[config.mk]
export PLATFORM = sky130hd
export DESIGN_NAME = distinct_prime_divisor_counter_unit
export DESIGN_NICKNAME = d
export VERILOG_FILES = /design/src/rtl/dpdc_pkg.sv /design/src/rtl/distinct_prime_divisor_counter_unit.sv
export SDC_FILE = /design/constraint.sdc
export NUM_CORES = 1
export LEC_CHECK = 0
export BUFFER_PORTS_ARGS = -buffer_cell sky130_fd_sc_hd__buf_2
export CAP_MARGIN = 20
export CORE_AREA = 2 2 97 168
export DETAILED_ROUTE_END_ITERATION = 8
export DIE_AREA = 0 0 99 170
export GPL_TIMING_DRIVEN = 0
export PLACE_DENSITY = 0.73
export SYNTH_ARGS = -nofsm -noshare
export SYNTH_HDL_FRONTEND = slang
export SYNTH_SLANG_ARGS = --single-unit
[constraint.sdc]
create_clock -name clk -period 4.8 [get_ports clk]
set_clock_uncertainty 0.05 [all_clocks]
set_input_delay 0.48 -clock clk [delete_from_list [all_inputs] [get_ports clk]]
set_output_delay 0.48 -clock clk [all_outputs]
set_load 0.02 [all_outputs]
[src/rtl/dpdc_pkg.sv]
package dpdc_pkg;

	localparam int VALUE_WIDTH = 16;
	localparam int COUNT_WIDTH = 3;
	localparam int STEP_WIDTH  = $clog2(VALUE_WIDTH);
	localparam int SQ_WIDTH    = 2 * VALUE_WIDTH + 2;
	localparam int DIV_WIDTH   = VALUE_WIDTH + 1;

	localparam logic [COUNT_WIDTH-1:0] COUNT_MAX = {COUNT_WIDTH{1'b1}};

endpackage

[src/rtl/distinct_prime_divisor_counter_unit.sv]
// channel   | ports                   | handshake
// ----------+-------------------------+---------------------------------
// in beat   | n_value                 | start high while busy low
// out beat  | divisor_count           | done high for one cycle, no stall
//
// Per candidate d (while d*d <= n): a check, a restoring division of n by d in the
// divide state and an evaluate; a found factor is divided out again, divide and
// evaluate repeating. For n below 4 the first check fails and goes straight to done.
// busy stays high from the accepting edge through the done cycle.
// Reset clears the sequencer; done is shown once, divisor_count holds until the next accept.
module distinct_prime_divisor_counter_unit (
	input  logic                                 clk,
	input  logic                                 arst_n,
	input  logic                                 start,
	output logic                                 busy,
	output logic                                 done,
	input  logic [dpdc_pkg::VALUE_WIDTH-1:0]     n_value,
	output logic [dpdc_pkg::COUNT_WIDTH-1:0]     divisor_count
);
	import dpdc_pkg::*;

	typedef enum logic [4:0] {
		ST_IDLE  = 5'b00001,
		ST_CHECK = 5'b00010,
		ST_DIV   = 5'b00100,
		ST_EVAL  = 5'b01000,
		ST_DONE  = 5'b10000
	} state_t;

	state_t                  state_q;
	logic [VALUE_WIDTH-1:0]  n_q;
	logic [DIV_WIDTH-1:0]    d_q;
	logic [SQ_WIDTH-1:0]     sq_q;
	logic [DIV_WIDTH-1:0]    rem_q;
	logic [VALUE_WIDTH-1:0]  dvd_q;
	logic [STEP_WIDTH-1:0]   step_q;
	logic [COUNT_WIDTH-1:0]  cnt_q;
	logic                    hit_q;

	logic [DIV_WIDTH:0]      trial;
	logic [DIV_WIDTH:0]      diff;
	logic                    fits;
	logic                    sq_ok;
	logic [COUNT_WIDTH-1:0]  cnt_inc;

	assign trial   = {rem_q, dvd_q[VALUE_WIDTH-1]};
	assign diff    = trial - {1'b0, d_q};
	assign fits    = !diff[DIV_WIDTH];
	assign sq_ok   = sq_q <= SQ_WIDTH'(n_q);
	assign cnt_inc = (cnt_q == COUNT_MAX) ? cnt_q : cnt_q + 1'b1;

	assign busy          = (state_q != ST_IDLE);
	assign done          = (state_q == ST_DONE);
	assign divisor_count = cnt_q;

	always_ff @(posedge clk or negedge arst_n) begin
		if (!arst_n) begin
			state_q <= ST_IDLE;
			cnt_q   <= '0;
			hit_q   <= 1'b0;
			step_q  <= '0;
		end else begin
			case (state_q)
				ST_IDLE: begin
					if (start) begin
						cnt_q   <= '0;
						hit_q   <= 1'b0;
						state_q <= ST_CHECK;
					end
				end
				ST_CHECK: begin
					step_q <= '0;
					if (sq_ok) begin
						state_q <= ST_DIV;
					end else begin
						if (n_q > VALUE_WIDTH'(1)) cnt_q <= cnt_inc;
						state_q <= ST_DONE;
					end
				end
				ST_DIV: begin
					step_q <= step_q + 1'b1;
					if (step_q == STEP_WIDTH'(VALUE_WIDTH - 1)) state_q <= ST_EVAL;
				end
				ST_EVAL: begin
					step_q <= '0;
					if (rem_q == '0) begin
						if (!hit_q) cnt_q <= cnt_inc;
						hit_q   <= 1'b1;
						state_q <= ST_DIV;
					end else begin
						hit_q   <= 1'b0;
						state_q <= ST_CHECK;
					end
				end
				ST_DONE: begin
					state_q <= ST_IDLE;
				end
				default: begin
					state_q <= ST_IDLE;
				end
			endcase
		end
	end

	always_ff @(posedge clk) begin
		case (state_q)
			ST_IDLE: begin
				n_q  <= n_value;
				d_q  <= DIV_WIDTH'(2);
				sq_q <= SQ_WIDTH'(4);
			end
			ST_CHECK: begin
				rem_q <= '0;
				dvd_q <= n_q;
			end
			ST_DIV: begin
				if (fits) begin
					rem_q <= diff[DIV_WIDTH-1:0];
				end else begin
					rem_q <= trial[DIV_WIDTH-1:0];
				end
				dvd_q <= {dvd_q[VALUE_WIDTH-2:0], fits};
			end
			ST_EVAL: begin
				if (rem_q == '0) begin
					n_q   <= dvd_q;
					rem_q <= '0;
				end else begin
					d_q  <= d_q + 1'b1;
					sq_q <= sq_q + SQ_WIDTH'({d_q, 1'b1});
				end
			end
			default: begin
			end
		endcase
	end

endmodule

==> key figures <==
Logic synthesis
  – Post-synthesis register bit count: 113
  – Seq/Total Area, Yosys: 0.4399
  – Synthesized area: 7569 µm²
  – Post-synth ARST share: 0.1150
  – Commonest cells post-synth: 125 x nand2_1, 100 x edfxtp_1, 76 x nor2_1
  – Area leader, netlist: edfxtp_1
  – Yosys top cell area share: 0.3968
  – Largest family of logic cells by synthesized area: simple AND/OR/NAND/NOR gates
  – Synth top area cells: edfxtp_1 40%, ha_1 8.9%, nand2_1 6.2%
  – Compound-cell area share of the yosys netlist: 0.1521
  – Post-synth EDFFs: 100
  – Synth Area in XOR/XNOR: 0.05670
  – Warning count from the yosys run: 0
  – Post-Syn Nets: 883
  – Cells after synthesis: 808
  – Top-count cell post-synth: nand2_1
  – Post-Synth Simple-Gate Area: 0.2014
  – Adder-cell share of the synthesized area: 0.09456
  – Syn Area/Cell: 9.367 µm²
  – Main synth FF type: edfxtp_1
  – Synth cell types: 67
  – Post-synthesis mux area share: 0.01075

Clock tree
  – CTS Buffer Depth: 2
  – Sink Count: 113
  – Cts repair resizes: 0
  – CTS tree: built
  – H-Tree Depth: 4
  – Clk slew on worst S/H paths: 0.06 ns
  – Clock Latency Late Sink: 0.42 ns
  – Root buf cell: clkbuf_16
  – CTS Buf Count: 17

Placed design
  – IO Port Bufs: 23
  – Gpl congestion: 0.8549
  – Placed Area: 7950 µm²
  – Final HPWL DP: 14.17 mm

Power
  – Final Total Pwr: 5628 µW
  – Static Leak: 0.003340 µW
  – Max IR drop VDD: 277.8 µV
  – Pwr dens: 659.8 nW/µm²

Layout
  – Final nets: 928
  – Layout area overhead: 12.71%
  – Share of layout cells above drive strength 1: 0.09584
  – Final Util: 0.5543
  – Design area: 8531 µm²
  – N_diodes: 0

Setup path
  – Setup CP Type: flip-flop to flip-flop
  – R2R Setup Slk: 1.26 ns
  – Worst path buffer plus inverter count: 2
  – Worst EP required: 4.89 ns
  – Critical Path End Type: flip-flop
  – Kind of start point of the critical path: flip-flop
  – Worst Reg-to-Reg Cells: 9
  – WP data arrival: 3.63 ns
  – R2r endpoint: rem_q[12]
  – Crit path to: rem_q[12]
  – Worst-path maximum fanout: 10
  – CP delay by family, top: compound AO/OA/AOI/OAI gates
  – Number of cells on the critical path: 9
  – CP max stage cell: a311oi_1
  – Worst r2r src: d_q[1]
  – CP Launch Point: d_q[1]
  – Worst stage delay on the critical path: 0.69 ns
  – Crit-path cells: inv_1 -> ha_1 -> nor2b_1 -> o31ai_1 -> a211o_1 -> a21oi_1 -> a311oi_1 -> clkbuf_1 -> o21ai_0

Job
  – Max Cap Viol: 0

Floorplan
  – Initial core utilization: 0.4918
  – Die area: 16830 µm²
  – Die Wd: 99 µm
  – Core area: 15390 µm²
  – Die Ht: 170 µm
  – I/O pin total: 24
  – Cell Rows: 60

Outcome
  – Status: completed

Global route
  – GRT Overall Usage: 0.2299
  – Antenna violations before repair: 0
  – Pin count of the biggest net entering global routing: 31
  – Vias in the first global route: 6332
  – Remaining global-route overflow: 0
  – First-pass GRT wire length: 30.33 mm

STA
  – Setup TNS: 0 ns
  – Period utilisation layout: 0.7380
  – Setup violations, final: 0
  – RSZ-0062 raised after global routing: false
  – Final Hold Vio Count: 0
  – F_max: 0.2823 GHz
  – Relative max-transition margin: 0.3785
  – WHS: 0.2130 ns
  – Slew of the pin with the lowest slew margin: 0.9321 ns
  – Pins Over Slew Limit: 0
  – Tmin final: 3.542 ns

Detailed routing
  – Via-per-instance ratio: 5.900
  – Drt pass-1 iters: 5
  – DRC: 0
  – DRT Wirelength: 18.66 mm
  – Via count: 6207
  – Drt wl/cell: 17.74 µm
  – Final ANT Viol Nets: 0
  – DR iter-0 viols: 422

Min path
  – Worst hold path type: input port to flip-flop
final cells by class:
| cell class | instances | area (µm²) |
|---|---|---|
| fillers | 1320 | 6859 |
| clock inverters | 12 | 91.34 |
| clock buffers | 20 | 479.2 |
| plain buffers | 31 | 168.9 |
| flip-flops and latches | 113 | 3329 |
| inverters | 45 | 168.9 |
| multi-input cells | 619 | 3908 |
| repair buffers | 26 | 152.6 |
| well taps | 186 | 232.7 |
stage by stage:
stage	cells	setup WS [ns]
after global routing	1052	1.046
after detailed placement	1019	1.283
after CTS	1052	1.270
after global placement	1017	0.9860
final	1052	1.258
after floorplan	808	1.683
sequential cells by signal (all words and copies together), names as in the netlist:
name	cells
sq_q	34
divisor_count	3
d_q	17
step_q	4
hit_q	1
state_q	5
n_q	16
rem_q	17
dvd_q	16
where the power goes:
part | internal (µW) | switching (µW) | leakage, µW | total (µW)
clock network | 729 | 490 | 0.000288 | 1220
logic | 1030 | 1560 | 0.00190 | 2590
registers | 1500 | 318 | 0.00115 | 1820
cells in the final DEF (no fill, tap or decap), types with 3 or more instances in the layout:
master,n
inv_6,4
a31oi_1,5
o21a_1,8
nand2_1,124
and2_1,3
buf_4,4
buf_6,5
clkinv_4,3
clkbuf_16,19
nor2b_1,4
nor3_1,12
a211oi_1,12
or3_1,7
a311oi_1,3
xnor2_1,34
nand3_1,36
nand2b_1,8
nand4_1,10
mux2i_1,7
dfrtp_1,12
a21boi_0,5
inv_4,4
nor3b_1,3
and4_1,5
ha_1,54
a21o_1,8
a21oi_1,49
nor4_1,12
or4_1,4
nor2_1,76
buf_2,26
and3_1,9
edfxtp_1,100
o211ai_1,4
clkbuf_1,21
xor2_1,15
o21ai_0,59
inv_1,45
logic make-up after synthesis:
group	after synthesis
and+or+nand+nor	326
xor gates and xnor gates	49
muxes	8
AOI/OAI and AO/OA	180
adders and majority gates	56
buffers and inverters	76
DFF	113
how the worst min path moves through the flow:
| stage | endpoint | depth (start not counted) | startpoint |
|---|---|---|---|
| 2_1_floorplan | divisor_count[0] | 0 | arst_n |
| 3_3_place_gp | state_q[4] | 1 | arst_n |
| 3_5_place_dp | state_q[4] | 1 | arst_n |
| 4_1_cts | state_q[0] | 2 | start |
| 5_1_grt | state_q[0] | 2 | start |
| 6_report | state_q[0] | 2 | start |
what timing repair did:
item / CTS / global route
setup buffers: 0 / 0
hold endpoints to repair: 12 / 0
hold buffers: 1 / 0
per-layer routing:
| metal | share of wire | GRT usage |
|---|---|---|
| met1 | 0.36 | 0.2248 |
| met2 | 0.56 | 0.4448 |
| met3 | 0.038 | 0.03532 |
| met4 | 0.048 | 0.1328 |
| met5 | 0 | 0 |
No activity file was read; power rests on OpenSTA's default activity.
